File: src/hw/rtl/lsd_pkg.sv
`timescale 1ns / 1ps
// ----------------------------------------------------------------------------
// lsd_pkg: shared types and constants of the latency spike detector
// Sizes, register map, controller states and the command/status bundles
// that join the controller to the datapath.
// ----------------------------------------------------------------------------
package lsd_pkg;

	// Storage and field sizes.
	localparam int HISTORY_DEPTH = 32;
	localparam int LATENCY_BITS  = 16;
	localparam int HIST_AW       = $clog2(HISTORY_DEPTH);
	localparam int CNT_W         = HIST_AW + 1;
	localparam int FIELD_W       = LATENCY_BITS + 1;

	// Configuration register widths.
	localparam int FACTOR_W = 4;
	localparam int MARGIN_W = 16;
	localparam int WIN_W    = 6;

	// Derived arithmetic widths.
	localparam int CMP_W  = (WIN_W > CNT_W) ? WIN_W : CNT_W;
	localparam int MULT_W = LATENCY_BITS + FACTOR_W;
	localparam int FLAT_W = ((LATENCY_BITS > MARGIN_W) ? LATENCY_BITS : MARGIN_W) + 1;
	localparam int THR_W  = (MULT_W > FLAT_W) ? MULT_W : FLAT_W;

	// Stream payload widths, padded to whole bytes.
	localparam int IN_W   = 2 * FIELD_W;
	localparam int IN_TW  = ((IN_W + 7) / 8) * 8;
	localparam int OUT_W  = 1 + LATENCY_BITS + FIELD_W;
	localparam int OUT_TW = ((OUT_W + 7) / 8) * 8;

	// APB register map.
	localparam int APB_AW = 4;
	localparam int APB_DW = 32;

	typedef enum logic [1:0] {
		REG_SPIKE_FACTOR  = 2'd0,
		REG_SPIKE_MARGIN  = 2'd1,
		REG_BASE_WINDOW   = 2'd2,
		REG_MIN_SAMPLES   = 2'd3
	} reg_idx_t;

	localparam logic [FACTOR_W-1:0] FACTOR_RST  = FACTOR_W'(3);
	localparam logic [MARGIN_W-1:0] MARGIN_RST  = MARGIN_W'(150);
	localparam logic [WIN_W-1:0]    WINDOW_RST  = WIN_W'(30);
	localparam logic [WIN_W-1:0]    MIN_SMP_RST = WIN_W'(5);

	// Result kinds.
	localparam logic EV_SPIKE_BEGIN = 1'b0;
	localparam logic EV_SPIKE_END   = 1'b1;

	typedef struct packed {
		logic [FACTOR_W-1:0] spike_factor;
		logic [MARGIN_W-1:0] spike_margin_ms;
		logic [WIN_W-1:0]    baseline_window;
		logic [WIN_W-1:0]    min_baseline_samples;
	} cfg_t;

	typedef enum logic [2:0] {
		ST_IDLE,
		ST_GATHER,
		ST_MEDIAN,
		ST_THRESH,
		ST_DECIDE
	} state_t;

	typedef struct packed {
		logic accept;
		logic issue;
		logic pick_median;
		logic calc_thresh;
		logic commit;
	} dp_cmd_t;

	typedef struct packed {
		logic more_reads;
		logic blocked;
	} dp_sts_t;

endpackage

File: src/hw/rtl/lsd_regs.sv
`timescale 1ns / 1ps
// ----------------------------------------------------------------------------
// lsd_regs: configuration register file
// APB slave holding the four detector settings; always ready.
// ----------------------------------------------------------------------------
module lsd_regs (
	input  logic                        clk,
	input  logic                        arst_n,
	input  logic                        psel,
	input  logic                        penable,
	input  logic                        pwrite,
	input  logic [lsd_pkg::APB_AW-1:0]  paddr,
	input  logic [lsd_pkg::APB_DW-1:0]  pwdata,
	output logic [lsd_pkg::APB_DW-1:0]  prdata,
	output logic                        pready,
	output lsd_pkg::cfg_t               cfg
);
	import lsd_pkg::*;

	cfg_t     cfg_q;
	reg_idx_t idx;
	logic     wr_en;

	assign idx    = reg_idx_t'(paddr[3:2]);
	assign wr_en  = psel && penable && pwrite;
	assign pready = 1'b1;
	assign cfg    = cfg_q;

	always_ff @(posedge clk or negedge arst_n) begin
		if (!arst_n) begin
			cfg_q.spike_factor         <= FACTOR_RST;
			cfg_q.spike_margin_ms      <= MARGIN_RST;
			cfg_q.baseline_window      <= WINDOW_RST;
			cfg_q.min_baseline_samples <= MIN_SMP_RST;
		end else if (wr_en) begin
			unique case (idx)
				REG_SPIKE_FACTOR: cfg_q.spike_factor         <= pwdata[FACTOR_W-1:0];
				REG_SPIKE_MARGIN: cfg_q.spike_margin_ms      <= pwdata[MARGIN_W-1:0];
				REG_BASE_WINDOW:  cfg_q.baseline_window      <= pwdata[WIN_W-1:0];
				REG_MIN_SAMPLES:  cfg_q.min_baseline_samples <= pwdata[WIN_W-1:0];
				default: ;
			endcase
		end
	end

	always_comb begin
		prdata = '0;
		unique case (idx)
			REG_SPIKE_FACTOR: prdata = APB_DW'(cfg_q.spike_factor);
			REG_SPIKE_MARGIN: prdata = APB_DW'(cfg_q.spike_margin_ms);
			REG_BASE_WINDOW:  prdata = APB_DW'(cfg_q.baseline_window);
			REG_MIN_SAMPLES:  prdata = APB_DW'(cfg_q.min_baseline_samples);
			default:          prdata = '0;
		endcase
	end

endmodule

File: src/hw/rtl/lsd_ctrl.sv
`timescale 1ns / 1ps
// ----------------------------------------------------------------------------
// lsd_ctrl: sequencing controller
// Walks one tick through gather, median pick, threshold and decision.
// ----------------------------------------------------------------------------
module lsd_ctrl (
	input  logic              clk,
	input  logic              arst_n,
	input  logic              in_valid,
	output logic              in_ready,
	input  lsd_pkg::dp_sts_t  sts,
	output lsd_pkg::dp_cmd_t  cmd
);
	import lsd_pkg::*;

	state_t state_q, state_d;

	always_ff @(posedge clk or negedge arst_n) begin
		if (!arst_n) begin
			state_q <= ST_IDLE;
		end else begin
			state_q <= state_d;
		end
	end

	always_comb begin
		state_d = state_q;
		unique case (state_q)
			ST_IDLE:   if (in_valid) state_d = ST_GATHER;
			ST_GATHER: if (!sts.more_reads) state_d = ST_MEDIAN;
			ST_MEDIAN: state_d = ST_THRESH;
			ST_THRESH: state_d = ST_DECIDE;
			ST_DECIDE: if (!sts.blocked) state_d = ST_IDLE;
			default:   state_d = ST_IDLE;
		endcase
	end

	always_comb begin
		cmd      = '0;
		in_ready = 1'b0;
		unique case (state_q)
			ST_IDLE: begin
				in_ready   = 1'b1;
				cmd.accept = in_valid;
			end
			ST_GATHER: cmd.issue       = sts.more_reads;
			ST_MEDIAN: cmd.pick_median = 1'b1;
			ST_THRESH: cmd.calc_thresh = 1'b1;
			ST_DECIDE: cmd.commit      = !sts.blocked;
			default: ;
		endcase
	end

endmodule

File: src/hw/rtl/lsd_dp.sv
`timescale 1ns / 1ps
// ----------------------------------------------------------------------------
// lsd_dp: detector datapath
// History memory, insertion sorter, threshold math, hysteresis and the
// output register.
// ----------------------------------------------------------------------------
module lsd_dp (
	input  logic                               clk,
	input  logic                               arst_n,
	input  lsd_pkg::cfg_t                      cfg,
	input  lsd_pkg::dp_cmd_t                   cmd,
	output lsd_pkg::dp_sts_t                   sts,
	input  logic [lsd_pkg::FIELD_W-1:0]        proxy_latency_ms,
	input  logic [lsd_pkg::FIELD_W-1:0]        direct_latency_ms,
	output logic                               out_valid,
	input  logic                               out_ready,
	output logic                               event_kind,
	output logic                               direct_also_bad,
	output logic [lsd_pkg::LATENCY_BITS-1:0]   baseline_ms,
	output logic [lsd_pkg::FIELD_W-1:0]        reported_latency_ms
);
	import lsd_pkg::*;

	// History: valid bit above the value.
	logic [FIELD_W-1:0] hist_mem [HISTORY_DEPTH];
	logic [FIELD_W-1:0] rd_data_s1;
	logic               rd_vld_s1;

	logic [HIST_AW-1:0] wp_q;
	logic [CNT_W-1:0]   count_q;
	logic               spike_q;

	// Current tick.
	logic                    plost_q, dlost_q;
	logic [LATENCY_BITS-1:0] pval_q, dval_q;

	logic [CNT_W-1:0]  win_q, k_q, n_q;
	logic [CMP_W-1:0]  bw_x, cnt_x;
	logic [HIST_AW-1:0] rd_addr;

	// Sorted samples.
	logic [LATENCY_BITS-1:0] srt_q [HISTORY_DEPTH];
	logic [LATENCY_BITS-1:0] srt_d [HISTORY_DEPTH];
	logic [HISTORY_DEPTH-1:0] gt;
	logic [LATENCY_BITS-1:0] ins_v;

	logic [LATENCY_BITS-1:0] base_q;
	logic [MULT_W-1:0]       mult_q;
	logic [FLAT_W-1:0]       flat_q;
	logic [THR_W-1:0]        thr;
	logic                    detect, bad, ev_begin, ev_end, ev_fire;

	logic                    out_valid_q, kind_q, dbad_q;
	logic [LATENCY_BITS-1:0] obase_q;
	logic [FIELD_W-1:0]      orep_q;

	assign bw_x    = CMP_W'(cfg.baseline_window);
	assign cnt_x   = CMP_W'(count_q);
	assign rd_addr = wp_q - HIST_AW'(1) - k_q[HIST_AW-1:0];

	assign sts.more_reads = (k_q < win_q);

	// Memory: one write at commit, one registered read during gather.
	always_ff @(posedge clk) begin
		if (cmd.commit) begin
			hist_mem[wp_q] <= {!plost_q, pval_q};
		end
		if (cmd.issue) begin
			rd_data_s1 <= hist_mem[rd_addr];
		end
	end

	always_ff @(posedge clk or negedge arst_n) begin
		if (!arst_n) begin
			rd_vld_s1 <= 1'b0;
		end else begin
			rd_vld_s1 <= cmd.issue;
		end
	end

	// Insertion into the sorted row: each lane looks at itself and its left neighbor.
	assign ins_v = rd_data_s1[LATENCY_BITS-1:0];

	always_comb begin
		for (int j = 0; j < HISTORY_DEPTH; j++) begin
			gt[j] = (CNT_W'(j) < n_q) && (srt_q[j] > ins_v);
		end
		for (int j = 0; j < HISTORY_DEPTH; j++) begin
			srt_d[j] = srt_q[j];
			if (gt[j] || (CNT_W'(j) == n_q)) begin
				if (j > 0 && gt[(j > 0) ? j - 1 : 0]) begin
					srt_d[j] = srt_q[(j > 0) ? j - 1 : 0];
				end else begin
					srt_d[j] = ins_v;
				end
			end
		end
	end

	always_ff @(posedge clk) begin
		if (rd_vld_s1 && rd_data_s1[LATENCY_BITS]) begin
			srt_q <= srt_d;
		end
		if (cmd.accept) begin
			plost_q <= proxy_latency_ms[LATENCY_BITS];
			dlost_q <= direct_latency_ms[LATENCY_BITS];
			pval_q  <= proxy_latency_ms[LATENCY_BITS-1:0];
			dval_q  <= direct_latency_ms[LATENCY_BITS-1:0];
		end
		if (cmd.pick_median) begin
			base_q <= srt_q[HIST_AW'(n_q >> 1)];
		end
		if (cmd.calc_thresh) begin
			mult_q <= MULT_W'(base_q) * MULT_W'(cfg.spike_factor);
			flat_q <= FLAT_W'(base_q) + FLAT_W'(cfg.spike_margin_ms);
		end
	end

	always_ff @(posedge clk or negedge arst_n) begin
		if (!arst_n) begin
			win_q <= '0;
			k_q   <= '0;
			n_q   <= '0;
		end else begin
			if (cmd.accept) begin
				win_q <= CNT_W'((bw_x < cnt_x) ? bw_x : cnt_x);
				k_q   <= '0;
				n_q   <= '0;
			end else begin
				if (cmd.issue) begin
					k_q <= k_q + CNT_W'(1);
				end
				if (rd_vld_s1 && rd_data_s1[LATENCY_BITS]) begin
					n_q <= n_q + CNT_W'(1);
				end
			end
		end
	end

	// Decision.
	assign thr      = (THR_W'(mult_q) > THR_W'(flat_q)) ? THR_W'(mult_q) : THR_W'(flat_q);
	assign detect   = (n_q != '0) && (CMP_W'(n_q) >= CMP_W'(cfg.min_baseline_samples));
	assign bad      = plost_q || (THR_W'(pval_q) > thr);
	assign ev_begin = detect && bad && !spike_q;
	assign ev_end   = detect && !bad && spike_q;
	assign ev_fire  = ev_begin || ev_end;

	assign sts.blocked = ev_fire && out_valid_q && !out_ready;

	always_ff @(posedge clk or negedge arst_n) begin
		if (!arst_n) begin
			wp_q        <= '0;
			count_q     <= '0;
			spike_q     <= 1'b0;
			out_valid_q <= 1'b0;
		end else begin
			if (cmd.commit && ev_fire) begin
				out_valid_q <= 1'b1;
			end else if (out_valid_q && out_ready) begin
				out_valid_q <= 1'b0;
			end
			if (cmd.commit) begin
				wp_q <= wp_q + HIST_AW'(1);
				if (count_q != CNT_W'(HISTORY_DEPTH)) begin
					count_q <= count_q + CNT_W'(1);
				end
				if (ev_begin) begin
					spike_q <= 1'b1;
				end else if (ev_end) begin
					spike_q <= 1'b0;
				end
			end
		end
	end

	always_ff @(posedge clk) begin
		if (cmd.commit && ev_fire) begin
			kind_q  <= ev_begin ? EV_SPIKE_BEGIN : EV_SPIKE_END;
			dbad_q  <= ev_begin && (dlost_q || (MULT_W'(dval_q) > mult_q));
			obase_q <= base_q;
			orep_q  <= plost_q ? '1 : {1'b0, pval_q};
		end
	end

	assign out_valid           = out_valid_q;
	assign event_kind          = kind_q;
	assign direct_also_bad     = dbad_q;
	assign baseline_ms         = obase_q;
	assign reported_latency_ms = orep_q;

endmodule

File: src/hw/rtl/latency_spike_detector_core.sv
`timescale 1ns / 1ps
// ----------------------------------------------------------------------------
// latency_spike_detector_core: median-baseline latency spike detector
// Flags the start and end of proxy latency spikes against the running median
// of recent samples.
// ----------------------------------------------------------------------------
// Each input transaction on the s_axis channel is one probe tick carrying a
// proxy-path and a direct-path latency (negative means no reply). A result
// transaction on the m_axis channel appears only when a spike begins or ends;
// most ticks produce none.
// Settings are written through the APB port; the user must do so only while
// the block is idle, which the block itself does not enforce. pready is
// always high and reads return the stored values. A tick is taken only once
// the last one has passed gather, median pick, threshold and decision. Gather
// reads win stored samples, win being the effective baseline window (at most
// the stored tick count and 32), through the single read port of the history
// memory, which feeds one stored sample per cycle into the insertion sorter.
// A result is held in an output register; the block keeps accepting ticks
// while it waits. If the receiver stalls and a second result is due, the
// block holds in its decision step until the first one is taken.
// Reset empties the history, clears the spike flag and restores the settings
// to factor 3, margin 150 ms, window 30 and minimum sample count 5.
// ----------------------------------------------------------------------------
module latency_spike_detector_core (
	input  logic                         clk,
	input  logic                         arst_n,
	// APB configuration port.
	input  logic                         psel,
	input  logic                         penable,
	input  logic                         pwrite,
	input  logic [lsd_pkg::APB_AW-1:0]   paddr,
	input  logic [lsd_pkg::APB_DW-1:0]   pwdata,
	output logic [lsd_pkg::APB_DW-1:0]   prdata,
	output logic                         pready,
	// Tick input.
	input  logic                         s_axis_tvalid,
	output logic                         s_axis_tready,
	// [16:0] proxy_latency_ms, [33:17] direct_latency_ms, zero padded
	input  logic [lsd_pkg::IN_TW-1:0]    s_axis_tdata,
	// Event output.
	output logic                         m_axis_tvalid,
	input  logic                         m_axis_tready,
	// [0] direct_also_bad, [16:1] baseline_ms, [33:17] reported_latency_ms, zero padded
	output logic [lsd_pkg::OUT_TW-1:0]   m_axis_tdata,
	// [0] event_kind
	output logic                         m_axis_tuser
);
	import lsd_pkg::*;

	cfg_t    cfg;
	dp_cmd_t cmd;
	dp_sts_t sts;

	logic                    direct_also_bad;
	logic [LATENCY_BITS-1:0] baseline_ms;
	logic [FIELD_W-1:0]      reported_latency_ms;

	lsd_regs u_regs (
		.clk     (clk),
		.arst_n  (arst_n),
		.psel    (psel),
		.penable (penable),
		.pwrite  (pwrite),
		.paddr   (paddr),
		.pwdata  (pwdata),
		.prdata  (prdata),
		.pready  (pready),
		.cfg     (cfg)
	);

	// The controller sequences one tick at a time; it accepts only when idle.
	lsd_ctrl u_ctrl (
		.clk      (clk),
		.arst_n   (arst_n),
		.in_valid (s_axis_tvalid),
		.in_ready (s_axis_tready),
		.sts      (sts),
		.cmd      (cmd)
	);

	lsd_dp u_dp (
		.clk                 (clk),
		.arst_n              (arst_n),
		.cfg                 (cfg),
		.cmd                 (cmd),
		.sts                 (sts),
		.proxy_latency_ms    (s_axis_tdata[FIELD_W-1:0]),
		.direct_latency_ms   (s_axis_tdata[2*FIELD_W-1:FIELD_W]),
		.out_valid           (m_axis_tvalid),
		.out_ready           (m_axis_tready),
		.event_kind          (m_axis_tuser),
		.direct_also_bad     (direct_also_bad),
		.baseline_ms         (baseline_ms),
		.reported_latency_ms (reported_latency_ms)
	);

	// Pack the result fields, lowest field first, zero padded to whole bytes.
	assign m_axis_tdata = OUT_TW'({reported_latency_ms, baseline_ms, direct_also_bad});

endmodule

File: config.mk
export PLATFORM = sky130hd
export DESIGN_NAME = latency_spike_detector_core
export DESIGN_NICKNAME = d
export VERILOG_FILES = /design/src/hw/rtl/lsd_pkg.sv /design/src/hw/rtl/lsd_regs.sv /design/src/hw/rtl/lsd_ctrl.sv /design/src/hw/rtl/lsd_dp.sv /design/src/hw/rtl/latency_spike_detector_core.sv
export SDC_FILE = /design/constraint.sdc
export NUM_CORES = 2
export LEC_CHECK = 0
export BUFFER_PORTS_ARGS = -buffer_cell sky130_fd_sc_hd__buf_2
export CELL_PAD_IN_SITES_DETAIL_PLACEMENT = 0
export CELL_PAD_IN_SITES_GLOBAL_PLACEMENT = 1
export CORE_ASPECT_RATIO = 1.2
export CORE_MARGIN = 5
export CORE_UTILIZATION = 45
export CTS_CLUSTER_DIAMETER = 150
export DETAILED_ROUTE_END_ITERATION = 8
export PLACE_DENSITY_LB_ADDON = 0.1
export SYNTH_ARGS = -nofsm -noshare
export SYNTH_HDL_FRONTEND = slang
export SYNTH_SLANG_ARGS = --single-unit
File: constraint.sdc
create_clock -name clk -period 13.9 [get_ports clk]
set_input_delay 0.695 -clock clk [delete_from_list [all_inputs] [get_ports clk]]
set_output_delay 0.695 -clock clk [all_outputs]
set_load 0.02 [all_outputs]
==> results summary <==
The run finished with clean final reports. The total global-route track usage is 0.263. Setup total negative slack on the finished layout was measured at 0 ns. The wire length the detailed router placed on met1 is about 86,000 µm. The total number of vias came out at 42,363. Across the routed clock network, the largest skew measured is around 0.055 ns. The floorplan die height is about 440 µm. The area fraction of the dominant cell type after synthesis is 0.513. The layout has about 13,000 filler cells. The worst setup path is launched from a flop. The number of warnings issued by yosys came out at 0. The average routed wire per standard cell is 30.7 µm. The top-level I/O count came out at 159.

The worst voltage drop across the vdd grid came out at approximately 260 µV. The net switching power is roughly 6500 µW. The vias per cell is about 6. The share of the core filled with cells in the final layout is 0.506. The number of cells in the finished layout apart from fillers is 7,041. The share of cells above drive strength 1 came out at 0.296. Of the synthesized area, sequential elements account for 0.537.

After the last flow step, the layout net total stands at approximately 5,600. Each instance of the synthesized netlist takes up on average about 15 µm². The number of setup violations in the final report came out at 0. The final estimated routing congestion in global placement is 0.864.

The share of the clock period used by the worst path after layout came out at 0.449. The worst path in the final design needs a cycle of about 6.2 ns, including I/O delays and setup. The power per unit of standard cell area is around 220 nW/µm².

After detailed routing, no signal wire sits above met5. The share of async-settable or async-resettable flops after synthesis came out at 0.0531. Traced cell by cell, the critical path runs through inv_1, ha_1, a21o_1, a211o_1, a211oi_2, nor2_1, nor2_2, a21oi_1, ha_1, and4_1, nand2_1, a21oi_1, a2111oi_0, o31ai_1, o41a_4, xnor2_4, o211ai_1, buf_4, nor2_2. The via count of the first global-routing pass is around 44,000. The cell class contributing the biggest share of worst-path delay is simple AND/OR/NAND/NOR gates. The H-tree was split into 4 levels.

The synthesis-stage register bit count came out at 1,262. The total length of routed met2 wires came out at ~110,000 µm. In the post-synthesis netlist, the biggest area contributors are sky130_fd_sc_hd__edfxtp_1 51%, sky130_fd_sc_hd__ha_1 11%, sky130_fd_sc_hd__mux4_2 11%. STA puts the critical path data arrival time at 6.66 ns. The area enclosed by the die boundary came out at 163,000 µm². The worst hold margin is roughly 0.071 ns. In this run the worst hold path is classified as in2reg. The number of buffers added on ports is 111. The initial antenna violation count is 10. Compared with the post-synthesis result, the final layout area differs by 11.9%.

The clock-pin slew reported for the worst setup and hold paths after clock tree synthesis came out at roughly 0.060 ns. Wires add up to about 220,000 µm. Summed over all nets, the half-perimeter wirelength after detailed placement is 147,000 µm. The switching portion of total power is 0.382. The count of flip-flops with a built-in enable after synthesis came out at ~1,200.

At the later pin of the worst-skew pair, clock insertion delay measures about 0.82 ns. The max-slew violation count came out at 0. The worst path buffer plus inverter count is 2. Synthesis produced between 4,000 and 5,000 cells. The most instantiated library cell after synthesis is sky130_fd_sc_hd__edfxtp_1. Entering global routing, the biggest net connects 65 pins. The TritonCTS clock tree is built.

The share of power burned in the clock network came out at 0.221. After detailed placement, the design holds a cell count of between 6,000 and 7,000. Across the run, the number of max-cap violations was 0. Counting instances in the post-synthesis netlist gives the leading cell types as 1,195 x sky130_fd_sc_hd__edfxtp_1, 632 x sky130_fd_sc_hd__ha_1, 547 x sky130_fd_sc_hd__mux2_2. The number of buffers created by CTS came out at 140. The number of iterations in the first detailed-routing pass came out at 7. The number of clock sinks seen by CTS came out at between 1,000 and 1,500.

Power comes to 17,100 µW. At the worst endpoint, the required time is between 10 and 15 ns. Setup repair after global routing left no endpoint under its margin. The maximum clock insertion buffer count is 3. The worst pin sits at a relative slew slack of 0.183. The synthesized cell area came out at around 70,000 µm². The cell-internal power came out at between 10,000 and 15,000 µW. The number of cell rows came out at about 160.

The leakage power total came out at about 0.029 µW. The maximum fanout encountered on the critical timing path is 32. In the routed design, unresolved DRC markers number 0. The core outline area came out at 155,000 µm². The cell type contributing the most total cell area after synthesis is sky130_fd_sc_hd__edfxtp_1. The share of total power in sequential cells is 0.297. The slowest stage of the critical path belongs to the cell sky130_fd_sc_hd__nor2_2. The setup fix buffers added after clock tree synthesis is 0. The slew at the pin with the worst max-slew slack came out at 1.23 ns.

The initial utilization of the core area, before any placement, comes to 0.453. In this design, the stage delay of the slowest critical-path cell is about 0.87 ns. STA classifies the critical path endpoint as a flop. The total overflow reported by the global router came out at 0. The violation count after the first detailed-route iteration is around 3,200.

The die span in x came out at 370 µm. The final antenna-violating net count is 0. The number of hold-slack violations in the final timing report was 0. Of the total power, combinational logic draws 0.482. The post-synthesis cell type count is 75. The tree is rooted in a sky130_fd_sc_hd__clkbuf_16. By startpoint and endpoint, the worst setup path is classified as reg2reg. After detailed routing, the met3 layer carries about 9000 µm of wire. The wire length of the first global-routing pass is approximately 310,000 µm.

Derived from the worst setup path, the maximum achievable clock frequency is 160 MHz. The most used flip-flop cell after synthesis is sky130_fd_sc_hd__edfxtp_1.
path summary, 6_finish.rpt:
check | start | to | slack [ns] | cells past startpoint
min | s_axis_tdata[0] | u_dp.pval_q[0]$_DFFE_PP_ | 0.07 | 1
max reg2reg | u_dp.flat_q[15]$_DFFE_PP_ | u_dp.hist_mem[0][4]$_DFFE_PP_ | 7.66 | 19
max | u_dp.flat_q[15]$_DFFE_PP_ | u_dp.hist_mem[0][4]$_DFFE_PP_ | 7.66 | 19
min reg2reg | u_dp.win_q[3]$_DFFE_PN0P_ | u_dp.win_q[3]$_DFFE_PN0P_ | 0.53 | 2
max in group asynchronous | arst_n | u_dp.n_q[1]$_DFFE_PN0P_ | 12.53 | 3
min in group asynchronous | arst_n | u_regs.cfg[27]$_DFFE_PN0P_ | 0.27 | 2
per-layer routing:
layer / up-vias / global-route usage
met5: - / 0
met4: 4 / 0.109
met2: 1129 / 0.463
met1: 22007 / 0.326
li1: 18842 / -
met3: 381 / 0.0351
placed cells by master, fill, tap and decap left out, drive strengths merged, types with 9 or more instances in the layout:
master and count:
a211o 13, a211oi 9, a21boi 14, a21o 133, a21oi 213, a221oi 9
a31oi 10, and2 40, and3 16, and4 13, buf 262, bufinv 11
clkbuf 172, clkinv 55, conb 23, dfrtp 55, dfstp 12, edfxtp 1195
fa 30, ha 632, inv 161, mux2 547, mux4 330, nand2 165
nand2b 27, nand3 39, nand4 114, nor2 167, nor2b 54, nor3 30
nor4 16, o211ai 24, o21a 78, o21ai 125, or2 20, xnor2 37
xor2 11
worst register-to-register path: stages, from the launching register on:
cell and delay (ns):
sky130_fd_sc_hd__edfxtp_1 0.41, sky130_fd_sc_hd__inv_1 0.08, sky130_fd_sc_hd__ha_1 0.24, sky130_fd_sc_hd__a21o_1 0.18, sky130_fd_sc_hd__a211o_1 0.30, sky130_fd_sc_hd__a211oi_2 0.24, sky130_fd_sc_hd__nor2_1 0.12, sky130_fd_sc_hd__nor2_2 0.87
sky130_fd_sc_hd__a21oi_1 0.20, sky130_fd_sc_hd__ha_1 0.35, sky130_fd_sc_hd__and4_1 0.21, sky130_fd_sc_hd__nand2_1 0.09, sky130_fd_sc_hd__a21oi_1 0.05, sky130_fd_sc_hd__a2111oi_0 0.41, sky130_fd_sc_hd__o31ai_1 0.15, sky130_fd_sc_hd__o41a_4 0.21
sky130_fd_sc_hd__xnor2_4 0.47, sky130_fd_sc_hd__o211ai_1 0.15, sky130_fd_sc_hd__buf_4 0.26, sky130_fd_sc_hd__nor2_2 0.86
logic make-up after synthesis:
family,synth area share
xor gates and xnor gates,0.00628
DFF,0.537
buffers and inverters,0.0230
and+or+nand+nor,0.0521
adders and majority gates,0.122
AOI/OAI and AO/OA,0.0645
muxes,0.195
other,0.000107
per-stage QoR:
stage | cell area, µm² | setup slack (ns)
finish | 78300 | 7.66
global placement | 73500 | 7.57
floorplan | 70000 | 8.12
detailed placement | 73500 | 7.54
CTS | 78300 | 7.55
global route | 78300 | 7.09
flip-flops by register name (all words and copies together) (netlist names), 16 cells and up:
| register | cells |
|---|---|
| u_dp.hist_mem | 544 |
| u_dp.srt_q | 512 |
| u_regs.cfg | 32 |
| u_dp.mult_q | 20 |
| u_dp.flat_q | 17 |
| u_dp.rd_data_s1 | 17 |
| u_dp.reported_latency_ms | 17 |
| u_dp.base_q | 16 |
| u_dp.baseline_ms | 16 |
| u_dp.dval_q | 16 |
| u_dp.pval_q | 16 |
power groups by stage:
| stage | sequential (µW) | combinational (µW) | clock (µW) |
|---|---|---|---|
| 4_1_cts | 5080 | 8350 | 3870 |
| 2_1_floorplan | 5090 | 5530 | 0 |
| 3_3_place_gp | 5160 | 8220 | 0 |
| 5_1_grt | 5110 | 8920 | 4020 |
| 3_5_place_dp | 5160 | 8280 | 0 |
| 6_report | 5080 | 8240 | 3790 |
cell type report:
type	count	area [µm²]	area share
sequential	1262	37600	0.480
timing repair buffer	269	1770	0.0227
inverter	156	586	0.00748
clock inverter	79	962	0.0123
multi-input combinational	3016	31100	0.397
clock buffer	172	3690	0.0472
tap	2080	2600	0.0332
antenna	7	17.5	0.000224
repair_timing:
action | in CTS | in global routing
resized for setup | 0 | 0
hold endpoints to repair | 14 | 0
hold buffers | 7 | 0
Power figures use the tool's default switching activity.
